**config.mk**
```make
export PLATFORM = sky130hd
export DESIGN_NAME = battery_guard_mode_fsm
export DESIGN_NICKNAME = d
export VERILOG_FILES = /design/src/rtl/core/bgm_pkg.sv /design/src/rtl/core/bgm_front.sv /design/src/rtl/core/bgm_core.sv /design/src/rtl/core/battery_guard_mode_fsm.sv
export SDC_FILE = /design/constraint.sdc
export NUM_CORES = 1
export LEC_CHECK = 0
export ABC_AREA = 1
export ABC_CLOCK_PERIOD_IN_PS = 23200
export BUFFER_PORTS_ARGS = -buffer_cell sky130_fd_sc_hd__buf_4
export CORE_UTILIZATION = 55
export CTS_CLUSTER_DIAMETER = 200
export DETAILED_ROUTE_END_ITERATION = 12
export PLACE_DENSITY = 0.72
export SLEW_MARGIN = 20
export SYNTH_ARGS = -nofsm -noshare
export SYNTH_HDL_FRONTEND = slang
export SYNTH_SLANG_ARGS = --single-unit
export TNS_END_PERCENT = 100
```
**constraint.sdc**
```tcl
create_clock -name i_clk -period 23.2 [get_ports i_clk]
set_clock_uncertainty 0.15 [all_clocks]
set_input_delay 4.64 -clock i_clk [delete_from_list [all_inputs] [get_ports i_clk]]
set_output_delay 4.64 -clock i_clk [all_outputs]
set_load 0.05 [all_outputs]
```
**src/rtl/core/bgm_pkg.sv**
```systemverilog
// ----------------------------------------------------------------------------
// bgm_pkg
// Shared types, codes and reset values for the battery guard mode block.
// ----------------------------------------------------------------------------
`default_nettype none

package bgm_pkg;

    // Field widths fixed by the interface definition
    localparam int TEMP_W     = 12;
    localparam int FAULT_W    = 3;
    localparam int LIMIT_W    = 15;
    localparam int LEVEL_W    = 48;
    localparam int CFG_ADDR_W = 3;
    localparam int CFG_DATA_W = 48;
    localparam int OUT_W      = 8;

    // Register indexes on the configuration port
    localparam logic [CFG_ADDR_W-1:0] REG_CURRENT_LIMIT  = 3'd0;
    localparam logic [CFG_ADDR_W-1:0] REG_IDLE_BAND      = 3'd1;
    localparam logic [CFG_ADDR_W-1:0] REG_TEMP_WARN      = 3'd2;
    localparam logic [CFG_ADDR_W-1:0] REG_ENERGY_WARN    = 3'd3;
    localparam logic [CFG_ADDR_W-1:0] REG_ENERGY_FAULT   = 3'd4;

    // Register reset values
    localparam logic [LIMIT_W-1:0]        RST_CURRENT_LIMIT = 15'd20000;
    localparam logic [LIMIT_W-1:0]        RST_IDLE_BAND     = 15'd10;
    localparam logic signed [TEMP_W-1:0]  RST_TEMP_WARN     = 12'sd550;
    localparam logic [LEVEL_W-1:0]        RST_ENERGY_WARN   = 48'd1000000000;
    localparam logic [LEVEL_W-1:0]        RST_ENERGY_FAULT  = 48'd2000000000;

    // Item kinds
    localparam logic KIND_SAMPLE = 1'b0;
    localparam logic KIND_CLEAR  = 1'b1;

    // Fault codes
    localparam logic [FAULT_W-1:0] FAULT_NONE        = 3'd0;
    localparam logic [FAULT_W-1:0] FAULT_OVERCURRENT = 3'd1;
    localparam logic [FAULT_W-1:0] FAULT_OVERTEMP    = 3'd2;
    localparam logic [FAULT_W-1:0] FAULT_UNDERVOLT   = 3'd3;
    localparam logic [FAULT_W-1:0] FAULT_OVERVOLT    = 3'd4;

    typedef enum logic [1:0] {
        MODE_IDLE   = 2'd0,
        MODE_DISCH  = 2'd1,
        MODE_CHARGE = 2'd2,
        MODE_FAULT  = 2'd3
    } t_mode;

    // Per-item decisions made in the front stage
    typedef struct packed {
        logic               kind;
        logic               over;    // |current| above the limit
        logic               pos;     // current above +band
        logic               neg;     // current below -band
        logic               hot;     // temperature at or above warn level
        logic [FAULT_W-1:0] mfault;  // model fault, codes above overvolt folded
    } t_front;

endpackage

`default_nettype wire

```
**src/rtl/core/bgm_front.sv**
```systemverilog
// ----------------------------------------------------------------------------
// bgm_front
// Input register stage: captures a sample, squares its magnitude and
// resolves all compares that do not depend on the running state.
// ----------------------------------------------------------------------------
`default_nettype none

module bgm_front #(
    parameter int CURRENT_BITS = 16
) (
    input  wire                                  i_clk,
    input  wire                                  i_rst_n,
    input  wire                                  i_valid,
    output logic                                 o_ready,
    input  wire                                  i_kind,
    input  wire  signed [CURRENT_BITS-1:0]       i_current,
    input  wire  signed [bgm_pkg::TEMP_W-1:0]    i_cell_temp,
    input  wire         [bgm_pkg::FAULT_W-1:0]   i_model_fault,
    input  wire         [bgm_pkg::LIMIT_W-1:0]   i_current_limit,
    input  wire         [bgm_pkg::LIMIT_W-1:0]   i_idle_band,
    input  wire  signed [bgm_pkg::TEMP_W-1:0]    i_temp_warn,
    output logic                                 o_valid,
    input  wire                                  i_ready,
    output bgm_pkg::t_front                      o_item,
    output logic        [2*CURRENT_BITS-1:0]     o_sq
);
    import bgm_pkg::*;

    localparam int KW = ((CURRENT_BITS > LIMIT_W) ? CURRENT_BITS : LIMIT_W) + 2;

    logic                      r_valid;
    t_front                    r_item;
    logic [2*CURRENT_BITS-1:0] r_sq;
    t_front                    n_item;
    logic [2*CURRENT_BITS-1:0] n_sq;

    logic signed [KW-1:0]        cur_x;
    logic signed [KW-1:0]        band_x;
    logic signed [KW-1:0]        limit_x;
    logic signed [KW-1:0]        mag_x;
    logic        [CURRENT_BITS-1:0] mag;
    logic                        load;

    assign o_ready = !r_valid || i_ready;
    assign load    = i_valid && o_ready;

    always_comb begin
        cur_x   = KW'(i_current);
        band_x  = signed'(KW'(i_idle_band));
        limit_x = signed'(KW'(i_current_limit));
        mag_x   = (cur_x < 0) ? -cur_x : cur_x;
        mag     = mag_x[CURRENT_BITS-1:0];
        n_sq    = (2*CURRENT_BITS)'(mag) * (2*CURRENT_BITS)'(mag);

        n_item.kind   = i_kind;
        n_item.over   = mag_x > limit_x;
        n_item.pos    = cur_x > band_x;
        n_item.neg    = cur_x < -band_x;
        n_item.hot    = i_cell_temp >= i_temp_warn;
        // fold undefined model codes into overvoltage
        n_item.mfault = (i_model_fault > FAULT_OVERVOLT) ? FAULT_OVERVOLT : i_model_fault;
    end

    always_ff @(posedge i_clk) begin
        if (!i_rst_n) begin
            r_valid <= 1'b0;
        end else if (load) begin
            r_valid <= 1'b1;
        end else if (i_ready) begin
            r_valid <= 1'b0;
        end
    end

    always_ff @(posedge i_clk) begin
        if (load) begin
            r_item <= n_item;
            r_sq   <= n_sq;
        end
    end

    assign o_valid = r_valid;
    assign o_item  = r_item;
    assign o_sq    = r_sq;

endmodule

`default_nettype wire

```
**src/rtl/core/bgm_core.sv**
```systemverilog
// ----------------------------------------------------------------------------
// bgm_core
// Mode state machine, fault latch, sticky warning, saturating energy sum
// and the result register.
// ----------------------------------------------------------------------------
`default_nettype none

module bgm_core #(
    parameter int CURRENT_BITS = 16,
    parameter int ENERGY_BITS  = 48
) (
    input  wire                               i_clk,
    input  wire                               i_rst_n,
    input  wire                               i_valid,
    output logic                              o_ready,
    input  bgm_pkg::t_front                   i_item,
    input  wire  [2*CURRENT_BITS-1:0]         i_sq,
    input  wire  [bgm_pkg::LEVEL_W-1:0]       i_energy_warn,
    input  wire  [bgm_pkg::LEVEL_W-1:0]       i_energy_fault,
    output logic                              o_valid,
    input  wire                               i_ready,
    output logic [bgm_pkg::OUT_W-1:0]         o_data
);
    import bgm_pkg::*;

    localparam int SW   = ((ENERGY_BITS > 2*CURRENT_BITS) ? ENERGY_BITS : 2*CURRENT_BITS) + 1;
    localparam int CMPW = (ENERGY_BITS > LEVEL_W) ? ENERGY_BITS : LEVEL_W;
    localparam logic [SW-1:0] EMAX = SW'({ENERGY_BITS{1'b1}});

    t_mode                  r_mode, n_mode;
    logic [FAULT_W-1:0]     r_fault, n_fault;
    logic                   r_warn, n_warn;
    logic [ENERGY_BITS-1:0] r_sum, n_sum;
    logic                   n_acc;

    logic                   r_out_valid;
    logic [OUT_W-1:0]       r_out;
    t_mode                  out_mode;

    logic                   take;
    logic [SW-1:0]          wide_sum;
    logic [ENERGY_BITS-1:0] sat_sum;
    logic                   warn_hit;
    logic                   fault_hit;

    assign o_ready = !r_out_valid || i_ready;
    assign take    = i_valid && o_ready;

    always_comb begin
        wide_sum  = SW'(r_sum) + SW'(i_sq);
        sat_sum   = (wide_sum > EMAX) ? {ENERGY_BITS{1'b1}} : wide_sum[ENERGY_BITS-1:0];
        warn_hit  = CMPW'(sat_sum) >= CMPW'(i_energy_warn);
        fault_hit = CMPW'(sat_sum) >= CMPW'(i_energy_fault);
    end

    always_comb begin
        n_mode  = r_mode;
        n_fault = r_fault;
        n_warn  = r_warn;
        n_sum   = r_sum;
        n_acc   = 1'b1;
        if (take) begin
            if (i_item.kind == KIND_CLEAR) begin
                n_mode  = MODE_IDLE;
                n_fault = FAULT_NONE;
                n_warn  = 1'b0;
                n_sum   = '0;
            end else if (r_mode != MODE_FAULT && r_fault == FAULT_NONE) begin
                if (i_item.over) begin
                    n_mode  = MODE_FAULT;
                    n_fault = FAULT_OVERCURRENT;
                    n_acc   = 1'b0;
                end else begin
                    n_sum = sat_sum;
                    if (i_item.hot || warn_hit) begin
                        n_warn = 1'b1;
                    end
                    if (i_item.mfault != FAULT_NONE) begin
                        n_mode  = MODE_FAULT;
                        n_fault = i_item.mfault;
                    end else if (fault_hit) begin
                        n_mode  = MODE_FAULT;
                        n_fault = FAULT_OVERTEMP;
                    end else begin
                        unique case (r_mode)
                            MODE_IDLE: begin
                                if (i_item.pos) begin
                                    n_mode = MODE_DISCH;
                                end else if (i_item.neg) begin
                                    n_mode = MODE_CHARGE;
                                end
                            end
                            MODE_DISCH: begin
                                if (!i_item.pos) begin
                                    n_mode = MODE_IDLE;
                                end
                            end
                            MODE_CHARGE: begin
                                if (!i_item.neg) begin
                                    n_mode = MODE_IDLE;
                                end
                            end
                            default: begin
                                n_mode = r_mode;
                            end
                        endcase
                    end
                end
            end
        end
        out_mode = (n_fault != FAULT_NONE) ? MODE_FAULT : n_mode;
    end

    always_ff @(posedge i_clk) begin
        if (!i_rst_n) begin
            r_mode  <= MODE_IDLE;
            r_fault <= FAULT_NONE;
            r_warn  <= 1'b0;
            r_sum   <= '0;
        end else begin
            r_mode  <= n_mode;
            r_fault <= n_fault;
            r_warn  <= n_warn;
            r_sum   <= n_sum;
        end
    end

    always_ff @(posedge i_clk) begin
        if (!i_rst_n) begin
            r_out_valid <= 1'b0;
        end else if (take) begin
            r_out_valid <= 1'b1;
        end else if (i_ready) begin
            r_out_valid <= 1'b0;
        end
    end

    always_ff @(posedge i_clk) begin
        if (take) begin
            r_out <= {1'b0, n_acc, n_warn, n_fault, out_mode};
        end
    end

    assign o_valid = r_out_valid;
    assign o_data  = r_out;

endmodule

`default_nettype wire

```
**src/rtl/core/battery_guard_mode_fsm.sv**
```systemverilog
// ----------------------------------------------------------------------------
// battery_guard_mode_fsm
// Battery guard: idle/discharge/charge mode tracking with fault latch,
// sticky warning and a saturating current-squared energy sum.
// ----------------------------------------------------------------------------
// Usage:
//   Samples arrive on the s_axis channel, one transfer per sample; tuser
//   carries the item kind (sample or clear). Each transfer yields exactly
//   one result transfer on m_axis with mode, fault code, warning and the
//   accepted flag. Thresholds are written through the cfg channel, which is
//   always ready; write them only while no item is in flight.
//   An input transfer passes the front register, then the result register,
//   before its result can transfer. Throughput: one item per cycle while
//   m_axis_tready is high; the state update for one item completes in the
//   same cycle it enters the result register, so the next item sees it immediately.
//   Reset (synchronous, active low) returns the thresholds to their defaults,
//   clears mode, fault, warning and energy sum, and empties both stages.
//   When m_axis_tready is low the result holds in its register; an empty
//   front register takes at most one more transfer, then s_axis_tready drops.
// ----------------------------------------------------------------------------
`default_nettype none

module battery_guard_mode_fsm #(
    parameter int CURRENT_BITS = 16,
    parameter int ENERGY_BITS  = 48
) (
    input  wire                                i_clk,
    input  wire                                i_rst_n,
    // Sample stream
    input  wire                                s_axis_tvalid,
    output logic                               s_axis_tready,
    // tdata, lowest bit up: current, cell_temp, model_fault, zero pad
    input  wire  [((CURRENT_BITS+bgm_pkg::TEMP_W+bgm_pkg::FAULT_W+7)/8)*8-1:0] s_axis_tdata,
    // tuser: kind
    input  wire                                s_axis_tuser,
    // Result stream
    output logic                               m_axis_tvalid,
    input  wire                                m_axis_tready,
    // tdata, lowest bit up: mode[1:0], fault_kind[4:2], warning[5],
    // accepted[6], zero pad[7]
    output logic [bgm_pkg::OUT_W-1:0]          m_axis_tdata,
    // Configuration writes
    input  wire                                i_cfg_valid,
    output logic                               o_cfg_ready,
    input  wire  [bgm_pkg::CFG_ADDR_W-1:0]     i_cfg_addr,
    input  wire  [bgm_pkg::CFG_DATA_W-1:0]     i_cfg_data
);
    import bgm_pkg::*;

    localparam int TEMP_LSB  = CURRENT_BITS;
    localparam int FAULT_LSB = CURRENT_BITS + TEMP_W;

    // Threshold registers
    logic [LIMIT_W-1:0]        r_current_limit;
    logic [LIMIT_W-1:0]        r_idle_band;
    logic signed [TEMP_W-1:0]  r_temp_warn;
    logic [LEVEL_W-1:0]        r_energy_warn;
    logic [LEVEL_W-1:0]        r_energy_fault;

    logic                      cfg_write;

    // Front to core
    logic                      front_valid;
    logic                      core_ready;
    t_front                    front_item;
    logic [2*CURRENT_BITS-1:0] front_sq;

    assign o_cfg_ready = 1'b1;
    assign cfg_write   = i_cfg_valid && o_cfg_ready;

    // Decode the write; indexes past the list are dropped
    always_ff @(posedge i_clk) begin
        if (!i_rst_n) begin
            r_current_limit <= RST_CURRENT_LIMIT;
            r_idle_band     <= RST_IDLE_BAND;
            r_temp_warn     <= RST_TEMP_WARN;
            r_energy_warn   <= RST_ENERGY_WARN;
            r_energy_fault  <= RST_ENERGY_FAULT;
        end else if (cfg_write) begin
            unique case (i_cfg_addr)
                REG_CURRENT_LIMIT: r_current_limit <= i_cfg_data[LIMIT_W-1:0];
                REG_IDLE_BAND:     r_idle_band     <= i_cfg_data[LIMIT_W-1:0];
                REG_TEMP_WARN:     r_temp_warn     <= signed'(i_cfg_data[TEMP_W-1:0]);
                REG_ENERGY_WARN:   r_energy_warn   <= i_cfg_data[LEVEL_W-1:0];
                REG_ENERGY_FAULT:  r_energy_fault  <= i_cfg_data[LEVEL_W-1:0];
                default: begin
                    r_current_limit <= r_current_limit;
                end
            endcase
        end
    end

    // Capture the sample and resolve state-independent compares
    bgm_front #(
        .CURRENT_BITS (CURRENT_BITS)
    ) u_front (
        .i_clk           (i_clk),
        .i_rst_n         (i_rst_n),
        .i_valid         (s_axis_tvalid),
        .o_ready         (s_axis_tready),
        .i_kind          (s_axis_tuser),
        .i_current       (signed'(s_axis_tdata[CURRENT_BITS-1:0])),
        .i_cell_temp     (signed'(s_axis_tdata[TEMP_LSB +: TEMP_W])),
        .i_model_fault   (s_axis_tdata[FAULT_LSB +: FAULT_W]),
        .i_current_limit (r_current_limit),
        .i_idle_band     (r_idle_band),
        .i_temp_warn     (r_temp_warn),
        .o_valid         (front_valid),
        .i_ready         (core_ready),
        .o_item          (front_item),
        .o_sq            (front_sq)
    );

    // Advance the state and register the result
    bgm_core #(
        .CURRENT_BITS (CURRENT_BITS),
        .ENERGY_BITS  (ENERGY_BITS)
    ) u_core (
        .i_clk          (i_clk),
        .i_rst_n        (i_rst_n),
        .i_valid        (front_valid),
        .o_ready        (core_ready),
        .i_item         (front_item),
        .i_sq           (front_sq),
        .i_energy_warn  (r_energy_warn),
        .i_energy_fault (r_energy_fault),
        .o_valid        (m_axis_tvalid),
        .i_ready        (m_axis_tready),
        .o_data         (m_axis_tdata)
    );

endmodule

`default_nettype wire

```
Yosys cells after proc, flatten, opt, wreduce, memory -nomap -nowiden
Cells that the tools add are included.
{"block": "op_classes", "n_addsub": 3, "mul": 1, "magnitude_cmp": 9, "n_eq_ne": 8, "mux": 32, "bitwise_logic": 1, "reduce_logical": 23}
{"op": "48-bit 2-to-1 mux", "n": 4}
{"op": "48-bit >= comparator", "n": 2}
{"op": "48-bit by 32-bit adder with 49-bit output", "n": 1}
{"op": "49-bit by 48-bit > comparator with 1-bit output (second input constant)", "n": 1}
{"op": "16-bit by 16-bit multiplier with 32-bit output", "n": 1}
{"op": "2-bit 2-to-1 mux", "n": 10}
{"op": "18-bit by 16-bit > comparator with 1-bit output", "n": 1}
{"op": "16-bit by 18-bit less-than comparator with 1-bit output", "n": 1}
{"op": "18-bit 2-to-1 mux", "n": 1}
{"op": "3-bit 2-to-1 mux", "n": 6}
{"op": "15-bit negation with 18-bit output", "n": 1}
{"op": "16-bit negation with 18-bit output", "n": 1}
{"op": "16-bit > comparator", "n": 1}
{"op": "16-bit by 1-bit less-than comparator with 1-bit output (second input constant)", "n": 1}
{"op": "12-bit >= comparator", "n": 1}
{"op": "1-bit 2-to-1 mux", "n": 10}
{"op": "2-bit AND reduction", "n": 5}
{"op": "3-bit by 2-bit equality test with 1-bit output (second input constant)", "n": 2}
{"op": "3-bit logical NOT", "n": 2}
{"op": "2-bit one-hot mux with 3 select lines", "n": 1}
{"op": "2-bit nonzero test", "n": 3}
{"op": "3-bit nonzero test", "n": 2}
{"op": "3-bit by 1-bit equality test with 1-bit output (second input constant)", "n": 1}
{"op": "3-bit equality test (second input constant)", "n": 1}
{"op": "12 further kinds", "n": 17}
{"block": "totals", "reg_bits": 241, "wordCells": 98}

Logic depth before layout (Yosys ltp)
Gate-level depths: netlist of the first run.
{"block": "depth", "word_depth": 11, "depth_mapped": 35, "ltp_nobuf": 33}

Hierarchy
From an unflattened synthesis of the first run, not the netlist that was laid out.
{"block": "unflattened", "cells_unflattened": 3618, "hier_area_um2": 24932.7}
{"module": "bgm_front", "instances": 1, "cells_per_inst": 1507, "area_per_inst_um2": 11453.5, "seq_area_each_um2": 1191.1}
{"module": "bgm_core", "instances": 1, "cells_per_inst": 1343, "area_per_inst_um2": 8092.8, "seq_area_each_um2": 1311.3}
{"module": "battery_guard_mode_fsm", "instances": 1, "cells_per_inst": 768, "area_per_inst_um2": 5386.4, "seq_area_each_um2": 2762.6}

Worst setup path after synthesis of the first run
Ideal clock, no wire load.
{"block": "synth_timing", "path_type": "in2reg", "startpoint": "in s_axis_tdata[0] in the netlist's numbering", "endpoint": "reg u_front.r_sq[26], in the netlist u_front.o_sq[26] (data pin)", "t_arrival_ps": 11251, "required_ps": 22792, "path_slack_ps": 11541, "path_stages": 29, "path_cell_list": "clkinv_1 -> clkbuf_1 -> ha_1 -> nand3_1 -> nor2_1 -> nand3_1 -> o21ai_1 -> o21ai_0 -> xor2_1 -> inv_2 -> nand2_1 -> fa_1 -> fa_1 -> inv_1 -> fa_1 -> inv_1 -> fa_1 -> fa_1 -> inv_1 -> fa_1 -> ha_1 -> nand2_1 -> nor2_1 -> nor3b_1 -> nand4_1 -> nand3_1 -> a21o_1 -> a21oi_1 -> xnor2_1"}
{"block": "synth_between", "elab_chain_cells": 3, "elab_cells_between_ends": 4}
{"item": "start: declaration", "line": "battery_guard_mode_fsm.sv:33", "rtl": "input wire [((CURRENT_BITS+bgm_pkg::TEMP_W+bgm_pkg::FAULT_W+7)/8)*8-1:0] s_axis_tdata,"}
{"item": "16-bit negation with 18-bit output / 16-bit by 1-bit less-than comparator with 1-bit output (equally long branches)", "line": "bgm_front.sv:51", "rtl": "mag_x = (cur_x < 0) ? -cur_x : cur_x;"}
{"item": "18-bit 2-to-1 mux *", "line": "bgm_front.sv:51"}
{"item": "16-bit by 16-bit multiplier with 32-bit output *", "line": "bgm_front.sv:53", "rtl": "n_sq = (2*CURRENT_BITS)'(mag) * (2*CURRENT_BITS)'(mag);"}
{"item": "named net u_front.n_sq[26]", "line": "bgm_front.sv:35", "rtl": "logic [2*CURRENT_BITS-1:0] n_sq;"}
{"item": "end signal: assignment", "line": "bgm_front.sv:77", "rtl": "r_sq <= n_sq;"}
{"item": "end: declaration", "line": "bgm_front.sv:33", "rtl": "logic [2*CURRENT_BITS-1:0] r_sq;"}
The timed path passes the listed nets; every way through them passes the cells marked *.
A chain may end at the register's enable or synchronous reset.

Final worst setup path of the first run
Ends and elaborated chain as after synthesis.

==> metrics.md, run 1 <==
| Metric | Value |
|---|---|
| Outcome | `finished with violations` |
| DP Worst Slack | `9.88 ns` |
| Sequential fraction of the synthesis area | `0.231` |
| TritonRoute pass-1 iters | `10` |
| Filler cells | `~3700` |
| Clock Latency Late Sink | `approximately 0.56 ns` |
| RSZ-0062 raised after global routing | `false` |
| CP most frequent cell | `fa_1` |
| Most common cell after layout, fill and taps aside | `nand2_1` |
| Yosys warnings | `0` |
| Rows | `74` |
| Setup-failing EPs final | `0` |
| Synth Flop Type | `dfxtp_1` |
| Failing checks | `design-rule violations` |
| CP endpoint kind | `flop` |
| Synthesized area | `about 23000 um^2` |
| Critical Path RT | `23.35 ns` |
| Cts hold-fix bufs | `0` |
| Max IR drop VDD | `~210 uV` |
| Lkg Pwr | `~12 nW` |
| Die footprint | `42200 um^2` |
| CTS Root Cell | `clkbuf_16` |
| Ports | `100` |
| Initial antenna violation count | `0` |
| CP Launch Type | `input pin` |
| Max cap viols | `0` |
| Largest stage delay, worst path | `0.89 ns` |
| Via Count | `19797` |
| Routed WL | `between 60000 and 70000 um` |
| Die extent in y | `about 210 um` |
| CP max-delay cell | `xor2_1` |
| Most frequent cells in the layout | `nand2_1, inv_1, a21oi_1, ha_1, nor2_1` |
| H-tree depth | `1` |
| Vias in the first global route | `19527` |
| Critical path class | `input pin to flop` |
| Initial DRC count | `about 1200` |
| Tcrit/Tclk final | `0.556` |
| Worst hold slack | `0.311 ns` |
| Final Non-Filler Cells | `between 3000 and 4000` |
| Number of diodes | `0` |
| Core Area | `between 40000 and 50000 um^2` |
| Pins over their slew limit | `0` |
| Width of the die | `a little over 200 um` |
| Worst-Margin Slew | `1.10 ns` |
| I/O Buffers | `96` |
| Overall routing resource usage | `0.301` |
| Relative slew slack | `0.267` |
| Netlist cell types | `52` |
| Achievable clock frequency | `77.6 MHz` |
| Clock slew at reported path FFs | `0.06 ns` |
| Placed cells | `approximately 3600` |
| Area growth from synthesis to layout | `9.46%` |
| Detail Route Antenna Nets | `0` |
| PwrDens | `~130 nW/um^2` |
| Post-route cell area | `24900 um^2` |
| Worst hold-check path type | `flop to flop` |
| Largest net degree at the start of global routing | `about 100` |
| Multi-input gate area | `around 15000 um^2` |
| Vias per cell | `around 5.4` |
| GRT overflow | `0` |
| Final HPWL DP | `between 50000 and 60000 um` |
| Max clock buf depth | `3` |
| CP arrival | `approximately 13 ns` |
| Share of cells above drive strength 1 | `0.0701` |
| Period minus WS final | `12.89 ns` |
| Cells resized by post-CTS repair | `0` |
| Hold Violations, Final | `0` |
| Cell taking the most area after synthesis | `dfxtp_1` |
| Post-place instance area | `roughly 24000 um^2` |
| Syn avg cell area | `approximately 7.5 um^2` |
| Nets | `3625` |
| Gp weighted congestion | `approximately 1` |
| Post-route DRC violation count | `1` |
| EDFF count, synth | `46` |
| Initial Util | `0.557` |
| Final TNS setup | `0 ns` |
| TritonCTS Buffers | `27` |
| Postcts setup bufs | `0` |
| Fin worst setup slack | `10.31 ns` |
| Fraction of registers with async set/reset | `0` |
| First-pass GRT wire length | `around 100000 um` |
| Synth top area cells | `dfxtp_1, ha_1, fa_1, nand2_1, inv_1` |
| Area share of the largest cell type after synthesis | `0.171` |
| Gate count of the mapped netlist | `approximately 3000` |
| Reg area | `between 5000 and 6000 um^2` |
| CTS tree | `yes` |
| Register bit total from synthesis | `240` |
| Worst-path maximum fanout | `21` |
| Clock Sink Count | `240` |
| DR WL/cell | `17.2 um` |
## path summary, 6_finish.rpt
path / startpoint / end / slack (ns) / cells past startpoint
max: s_axis_tdata[0] / u_front.o_sq[26] / 10.31 / 29
min reg2reg: r_temp_warn[8] / r_temp_warn[8] / 0.31 / 2
max reg2reg: u_front.o_sq[31] / u_core.o_data[1] / 17.75 / 24
min: r_temp_warn[8] / r_temp_warn[8] / 0.31 / 2
## metal layers
metal / global-route usage / up-vias / part of all wire
li1: - / 9832 / -
met1: 0.377 / 9289 / 0.43
met2: 0.517 / 528 / 0.47
met3: 0.0306 / 148 / 0.045
met4: 0.143 / 0 / 0.052
met5: 0 / - / 0
## cell type report
class,instances,share of cell area
multi-input combinational,2163,0.608
sequential,240,0.211
tap,532,0.0267
clock buffer,37,0.0307
inverter,553,0.0834
clock inverter,13,0.00739
timing repair buffer,104,0.0322
## cell families (layout without fill, tap and decap cells)
logic type	after synthesis	after routing	synth area share
buf+inv	626	707	0.106
simple gates	1043	1043	0.195
flops	240	240	0.231
compound gates	586	586	0.139
xor+xnor	73	73	0.0284
other cells	2	14	0.000330
fa+ha+maj	447	447	0.300
## cell usage after synthesis, types with 7 or more instances
library cell  number
a21oi_1          293
nor2_1           279
nand3_1           80
inv_1            543
a21oi_2           10
nand2_2           16
nand2_1          554
buf_2             10
o211ai_1          35
ha_1             283
dfxtp_1          194
nand2_4           14
clkbuf_1          56
nor4_1             7
o21ai_0          200
fa_1             164
xor2_1            43
nor3_1            34
edfxtp_1          46
or2_2              7
a21o_1            10
o21bai_1          14
xnor2_1           29
nand4_1           35
## through the flow
stage,util,power (mW)
finish,0.610,3.27
global route,0.610,3.58
CTS,0.609,3.26
detailed placement,0.586,2.79
global placement,0.586,2.74
floorplan,-,2.21
## where the power goes
group          total [mW]  internal [mW]  switching (mW)
Sequential          0.578          0.559          0.0187
Clock               0.456          0.277           0.180
Combinational        2.24          0.831            1.41
## worst max-delay path, delay by kind of cell
family                     cells  cell delay (ns)
AOI/OAI and AO/OA              4             0.52
xor gates and xnor gates       2             1.01
adders and majority gates      8             4.10
buffers and inverters          6             1.20
and+or+nand+nor                9             1.56
## sequential cells by signal, summed over array words and instances, names as in the netlist
register	cells
r_energy_fault	48
r_temp_warn	12
r_idle_band	15
u_core.r_fault	3
u_front.o_valid	1
u_core.r_warn	1
u_core.o_data	7
u_core.r_sum	48
u_core.o_valid	1
r_energy_warn	48
u_front.o_sq	31
u_core.r_mode	2
u_front.o_item	8
r_current_limit	15
(Power assumes the default switching activity.)
==> run 2, diff against run 1 <==
--- a/config.mk
+++ b/config.mk
@@ -6,12 +6,12 @@
 export NUM_CORES = 1
 export LEC_CHECK = 0
 export ABC_AREA = 1
-export ABC_CLOCK_PERIOD_IN_PS = 23200
+export ABC_CLOCK_PERIOD_IN_PS = 10490
 export BUFFER_PORTS_ARGS = -buffer_cell sky130_fd_sc_hd__buf_4
 export CORE_UTILIZATION = 55
 export CTS_CLUSTER_DIAMETER = 200
 export DETAILED_ROUTE_END_ITERATION = 12
-export PLACE_DENSITY = 0.72
+export PLACE_DENSITY = 0.75
 export SLEW_MARGIN = 20
 export SYNTH_ARGS = -nofsm -noshare
 export SYNTH_HDL_FRONTEND = slang
==> constraint.sdc (replaced) <==
create_clock -name i_clk -period 10.49 [get_ports i_clk]
set_clock_uncertainty 0.15 [all_clocks]
set_input_delay 2.098 -clock i_clk [delete_from_list [all_inputs] [get_ports i_clk]]
set_output_delay 2.098 -clock i_clk [all_outputs]
set_load 0.05 [all_outputs]
==> run 2 against run 1 <==
Global-route usage about the same. Critical path type unchanged. Clock power up 100%. Die area unchanged. Register-to-register slack lost 13 ns. The run now ends clean.
==> metrics.md, run 2 (synthesis results as in run 1) <==
| Metric | Value |
|---|---|
| Initial Util | `0.557 (unchanged)` |
| Reg area | `5270 um^2 (unchanged)` |
| Final TNS setup | `0 ns (unchanged)` |
| Rows | `74 (unchanged)` |
| Worst hold-check path type | `flop to flop (unchanged)` |
| Worst-Margin Slew | `0.878 ns (was 1.10 ns)` |
| CTS Root Cell | `clkbuf_16 (unchanged)` |
| TritonRoute pass-1 iters | `6 (was 10)` |
| I/O Buffers | `96 (unchanged)` |
| CP bufs+invs | `8 (was 6)` |
| Most common cell after layout, fill and taps aside | `nand2_1 (unchanged)` |
| First-pass GRT wire length | `100000 um (about the same)` |
| CP most frequent cell | `fa_1 (unchanged)` |
| Family with the most delay on the worst path | `adder cells (unchanged)` |
| CP arrival | `9.11 ns (was 13.04 ns)` |
| Pins over their slew limit | `0 (unchanged)` |
| Critical Path RT | `10.66 ns (was 23.35 ns)` |
| Period minus WS final | `just under 9 ns` |
| Final HPWL DP | `50300 um (about the same)` |
| Max cap viols | `0 (unchanged)` |
| Ports | `100 (unchanged)` |
| Post-route DRC violation count | `0 (was 1)` |
| Core Area | `40800 um^2 (unchanged)` |
| Detail Route Antenna Nets | `0 (unchanged)` |
| H-tree depth | `1 (unchanged)` |
| Cells resized by post-CTS repair | `0 (unchanged)` |
| Critical path class | `input pin to flop (unchanged)` |
| Initial DRC count | `1325 (was 1249)` |
| Via Count | `20009 (was 19797)` |
| Tcrit/Tclk final | `0.853` |
| Largest net degree at the start of global routing | `83 (was 101)` |
| Hold Violations, Final | `0 (unchanged)` |
| Die footprint | `42200 um^2 (unchanged)` |
| Vias per cell | `5.47 (was 5.44)` |
| Worst-path maximum fanout | `10 (was 21)` |
| GRT overflow | `0 (unchanged)` |
| Width of the die | `205 um (unchanged)` |
| CTS tree | `yes (unchanged)` |
| RSZ-0062 raised after global routing | `false (unchanged)` |
| Postcts setup bufs | `0 (unchanged)` |
| Share of cells above drive strength 1 | `0.0730 (was 0.0701)` |
| Die extent in y | `205 um (unchanged)` |
| Area growth from synthesis to layout | `9.42% (was 9.46%)` |
| Filler cells | `3772 (was 3720)` |
| Achievable clock frequency | `112 MHz` |
| Largest regs | `r_energy_fault: 48 flops, r_energy_warn: 48 flops, u_core.r_sum: 48 flops (unchanged)` |
| Clock Sink Count | `240 (unchanged)` |
| Cts hold-fix bufs | `0 (unchanged)` |
| TritonCTS Buffers | `28 (was 27)` |
| Max clock buf depth | `3 (unchanged)` |
| Overall routing resource usage | `0.301 (about the same)` |
| Outcome | `completed (was finished with violations)` |
| PwrDens | `286 nW/um^2 (was 131 nW/um^2)` |
| Largest stage delay, worst path | `0.57 ns (was 0.89 ns)` |
| Lkg Pwr | `12.2 nW (about the same)` |
| Power consumption | `7.12 mW (was 3.27 mW)` |
| Initial antenna violation count | `1 (was 0)` |
| Multi-input gate area | `15100 um^2 (unchanged)` |
| Clock Latency Late Sink | `0.58 ns (was 0.56 ns)` |
| Routed WL | `62500 um (was 62700 um)` |
| Nets | `3638 (was 3625)` |
| Vias in the first global route | `19929 (was 19527)` |
| Relative slew slack | `0.411 (was 0.267)` |
| Max IR drop VDD | `370 uV (was 207 uV)` |
| Gp weighted congestion | `0.956 (was 1.02)` |
| CP max-delay cell | `fa_1 (was xor2_1)` |
| CP Launch Type | `input pin (unchanged)` |
| CP endpoint kind | `flop (unchanged)` |
| Setup-failing EPs final | `0 (unchanged)` |
| Clock slew at reported path FFs | `0.06 ns (about the same)` |
| Most frequent cells in the layout | `nand2_1, inv_1, a21oi_1, ha_1, nor2_1 (unchanged)` |
| DR WL/cell | `17.1 um (was 17.2 um)` |
[run 2: cell types whose count changed in the layout (fill, tap and decap cells not counted), sizes merged]
cell      previous run  this run
clkbuf              37        39
inv                551       549
bufinv               4         0
diode                0         1
clkinv               9        15
clkinvlp             2         1
buf                104       116
[run 2: worst paths after layout]
| check | from | to | slack [ns] | cells after the start |
|---|---|---|---|---|
| max | s_axis_tdata[0] | u_front.o_sq[26] | 1.55 | 31 |
| min | r_energy_fault[34] | r_energy_fault[34] | 0.31 | 2 |
| max reg2reg | u_front.o_sq[31] | u_core.o_data[1] | 5.24 | 24 |
| min reg2reg | r_energy_fault[34] | r_energy_fault[34] | 0.31 | 2 |
[run 2: cell type report]
type                    instances  area share
clock inverters                12     0.00292
repair buffers                116      0.0350
inverters                     553      0.0834
clock buffers                  39      0.0319
flip-flops and latches        240       0.212
multi-input cells            2163       0.608
diodes                          1    0.000101
well taps                     532      0.0267
[run 2: where the power goes]
group	switching (mW)	internal (mW)	total, mW
clock	0.398	0.527	0.925
sequential	0.0403	1.24	1.28
combinational	3.08	1.83	4.91
[run 2: per-layer routing]
| metal | GRT usage | share of wire | wire length (um) | vias up |
|---|---|---|---|---|
| met3 | 0.0364 | 0.051 | 3210 | 150 |
| met2 | 0.525 | 0.48 | 30200 | 570 |
| li1 | - | - | - | 9853 |
| met5 | 0 | 0 | 0 | - |
| met4 | 0.141 | 0.051 | 3160 | 0 |
| met1 | 0.368 | 0.42 | 26000 | 9436 |
[run 2: worst reg2reg max path, cell delays in order, from the launching register on]
cell and delay (ns):
edfxtp_1 0.42, ha_1 0.39, inv_1 0.12, o21bai_1 0.10, a31oi_1 0.21, o21ai_0 0.21, a21oi_1 0.27, nand2_4 0.11
nand2_4 0.53, nand3_1 0.41, ha_1 0.40, nand2_1 0.06, inv_1 0.03, nand2_1 0.07, nor2_1 0.05, nand2_1 0.14
inv_1 0.09, nand2_1 0.07, nand2_1 0.04, nor2_1 0.42, nand3_1 0.21, o21ai_0 0.21, nand2_1 0.09, nand2_1 0.10
nand4_1 0.10
[run 2: metrics by stage]
stage               std cells  worst slack, ns  hold WS, ns  area (um^2)   util
detailed placement       3604             1.09        0.304        24000  0.588
finish                   3656             1.55        0.313        24900  0.610
floorplan                3029             1.37        0.283        22800      -
CTS                      3655             1.66        0.312        24900  0.609
global placement         3604             1.13        0.295        24000  0.588
global route             3655             1.26        0.332        24900  0.610
==> run 3, diff against run 2 <==
--- a/config.mk
+++ b/config.mk
@@ -12,6 +12,7 @@
 export CTS_CLUSTER_DIAMETER = 200
 export DETAILED_ROUTE_END_ITERATION = 12
 export PLACE_DENSITY = 0.75
+export REMOVE_ABC_BUFFERS = 1
 export SLEW_MARGIN = 20
 export SYNTH_ARGS = -nofsm -noshare
 export SYNTH_HDL_FRONTEND = slang
==> run 3 against run 2 <==
Critical path depth increased by 1. Register-to-register slack better by 0.03 ns. Clock power down 1%. Die area unchanged. Core utilization shrank 0.18 points. Fmax is 0.68% lower. Cell area shrank 0.30%. Wire length down 2.4%. Combinational power barely moved. Global-route usage decreased by 0.56 points. Sequential share of layout area grew 0.064 points. Largest power group unchanged.
==> metrics.md, run 3 (synthesis results as in run 1) <==
| Metric | Value |
|---|---|
| PwrDens | `286 nW/um^2 (about the same)` |
| Vias per cell | `5.47 (about the same)` |
| Max clock buf depth | `3 (unchanged)` |
| Most common cell after layout, fill and taps aside | `nand2_1 (unchanged)` |
| Final TNS setup | `0 ns (unchanged)` |
| Critical path class | `input pin to flop (unchanged)` |
| Largest net degree at the start of global routing | `74 (was 83)` |
| Initial antenna violation count | `1 (unchanged)` |
| Clock Sink Count | `240 (unchanged)` |
| CP max-delay cell | `fa_1 (unchanged)` |
| CP endpoint kind | `flop (unchanged)` |
| Largest stage delay, worst path | `0.53 ns (was 0.57 ns)` |
| Ports | `100 (unchanged)` |
| Number of diodes | `0 (was 1)` |
| Routed WL | `61100 um (was 62500 um)` |
| Achievable clock frequency | `111 MHz (was 112 MHz)` |
| Relative slew slack | `0.278 (was 0.411)` |
| Overall routing resource usage | `0.295 (was 0.301)` |
| Worst hold-check path type | `flop to flop (unchanged)` |
| Worst Setup SP | `s_axis_tdata[0] (unchanged)` |
| Lkg Pwr | `12.1 nW (was 12.2 nW)` |
| Max cap viols | `0 (unchanged)` |
| I/O Buffers | `96 (unchanged)` |
| Width of the die | `205 um (unchanged)` |
| Hold Violations, Final | `0 (unchanged)` |
| Post-place instance area | `24000 um^2 (about the same)` |
| CTS Root Cell | `clkbuf_16 (unchanged)` |
| CP arrival | `9.15 ns (was 9.11 ns)` |
| Post-route cell area | `24800 um^2 (was 24900 um^2)` |
| GRT overflow | `0 (unchanged)` |
| Critical Path RT | `10.64 ns (was 10.66 ns)` |
| Setup-failing EPs final | `0 (unchanged)` |
| Via Count | `19966 (was 20009)` |
| Cts hold-fix bufs | `0 (unchanged)` |
| Largest regs | `r_energy_fault: 48 flops, r_energy_warn: 48 flops, u_core.r_sum: 48 flops (unchanged)` |
| Worst-path maximum fanout | `11 (was 10)` |
| Die extent in y | `205 um (unchanged)` |
| Max IR drop VDD | `422 uV (was 370 uV)` |
| Gp weighted congestion | `1.01 (was 0.956)` |
| TritonRoute pass-1 iters | `5 (was 6)` |
| Core Area | `40800 um^2 (unchanged)` |
| First-pass GRT wire length | `99100 um (was 100000 um)` |
| Vias in the first global route | `19971 (was 19929)` |
| Reg2Reg Depth | `26 (was 24)` |
| Detail Route Antenna Nets | `0 (unchanged)` |
| Area growth from synthesis to layout | `9.09% (was 9.42%)` |
| Share of cells above drive strength 1 | `0.0709 (was 0.0730)` |
| Crit Reg-Reg Startpoint | `u_front.o_sq[31] (unchanged)` |
| Reg2Reg Capture Point | `u_core.o_data[0] (was u_core.o_data[1])` |
| Post-route DRC violation count | `0 (unchanged)` |
| Cells resized by post-CTS repair | `0 (unchanged)` |
| CTS tree | `yes (unchanged)` |
| Most frequent cells in the layout | `nand2_1, inv_1, a21oi_1, ha_1, nor2_1 (unchanged)` |
| Outcome | `completed (unchanged)` |
| Worst-Margin Slew | `1.08 ns (was 0.878 ns)` |
| DR WL/cell | `16.7 um (was 17.1 um)` |
| Period minus WS final | `9.00 ns (was 8.94 ns)` |
| CP most frequent cell | `inv_1 (was fa_1)` |
| Rows | `74 (unchanged)` |
| Tcrit/Tclk final | `0.858 (was 0.853)` |
| RSZ-0062 raised after global routing | `false (unchanged)` |
| Die footprint | `42200 um^2 (unchanged)` |
| Final HPWL DP | `49700 um (was 50300 um)` |
| Clock slew at reported path FFs | `0.06 ns (about the same)` |
| Reg-to-reg slack, setup | `5.27 ns (was 5.24 ns)` |
| Postcts setup bufs | `0 (unchanged)` |
| Clock Latency Late Sink | `0.56 ns (was 0.58 ns)` |
| CP Launch Type | `input pin (unchanged)` |
| H-tree depth | `1 (unchanged)` |
| Pins over their slew limit | `0 (unchanged)` |
| Initial Util | `0.557 (unchanged)` |
| Nets | `3631 (was 3638)` |
| Worst setup path end | `u_front.o_sq[26] (unchanged)` |
| TritonCTS Buffers | `27 (was 28)` |
| Initial DRC count | `1374 (was 1325)` |
| Filler cells | `3721 (was 3772)` |
## run 3: worst min-delay path by stage
stage | to | start | cells after the start
2_1_floorplan | r_temp_warn[10] | r_temp_warn[10] | 2
3_3_place_gp | r_temp_warn[11] | r_temp_warn[11] | 2
3_5_place_dp | r_energy_fault[9] | r_energy_fault[9] | 2
4_1_cts | r_energy_fault[9] | r_energy_fault[9] | 2
5_1_grt | r_temp_warn[6] | r_temp_warn[6] | 2
6_report | r_energy_fault[9] | r_energy_fault[9] | 2
## run 3: critical path, delay by kind of cell
kind	cells	cell delay (ns)
AO/OA/AOI/OAI	3	0.37
XOR/XNOR	1	0.12
AND/OR/NAND/NOR	11	2.14
buffers and inverters	9	0.86
adder cells (fa/ha/maj)	8	3.54
## run 3: power breakdown
part	internal, mW	total, mW	switching [mW]	leakage (nW)
registers	1.24	1.29	0.0475	2.03
logic	1.81	4.89	3.08	9.71
clock network	0.522	0.916	0.394	0.406
## run 3: routing by layer
layer,vias to the layer above,GRT usage,wire length (um)
li1,9847,-,-
met1,9503,0.378,26900
met2,502,0.518,29300
met3,114,0.0223,2700
met4,0,0.110,2150
met5,-,0,0
## run 3: layout make-up
class,count,area [um^2],area share
clock buffer,32,694,0.0280
tap,532,666,0.0268
multi-input combinational,2163,15100,0.610
clock inverter,18,149,0.00600
timing repair buffer,110,826,0.0333
inverter,553,2080,0.0836
sequential,240,5270,0.212
## run 3: through the flow
stage          hold slack, ns  utilization  instances  setup WS [ns]  total power [mW]
3_3_place_gp            0.297        0.587       3598           1.10              6.03
4_1_cts                 0.313        0.608       3648           1.54              7.09
2_1_floorplan           0.283            -       2956           1.56              4.88
5_1_grt                 0.330        0.608       3648           1.10              7.81
6_report                0.311        0.608       3648           1.49              7.09
3_5_place_dp            0.304        0.587       3598          0.987              6.14
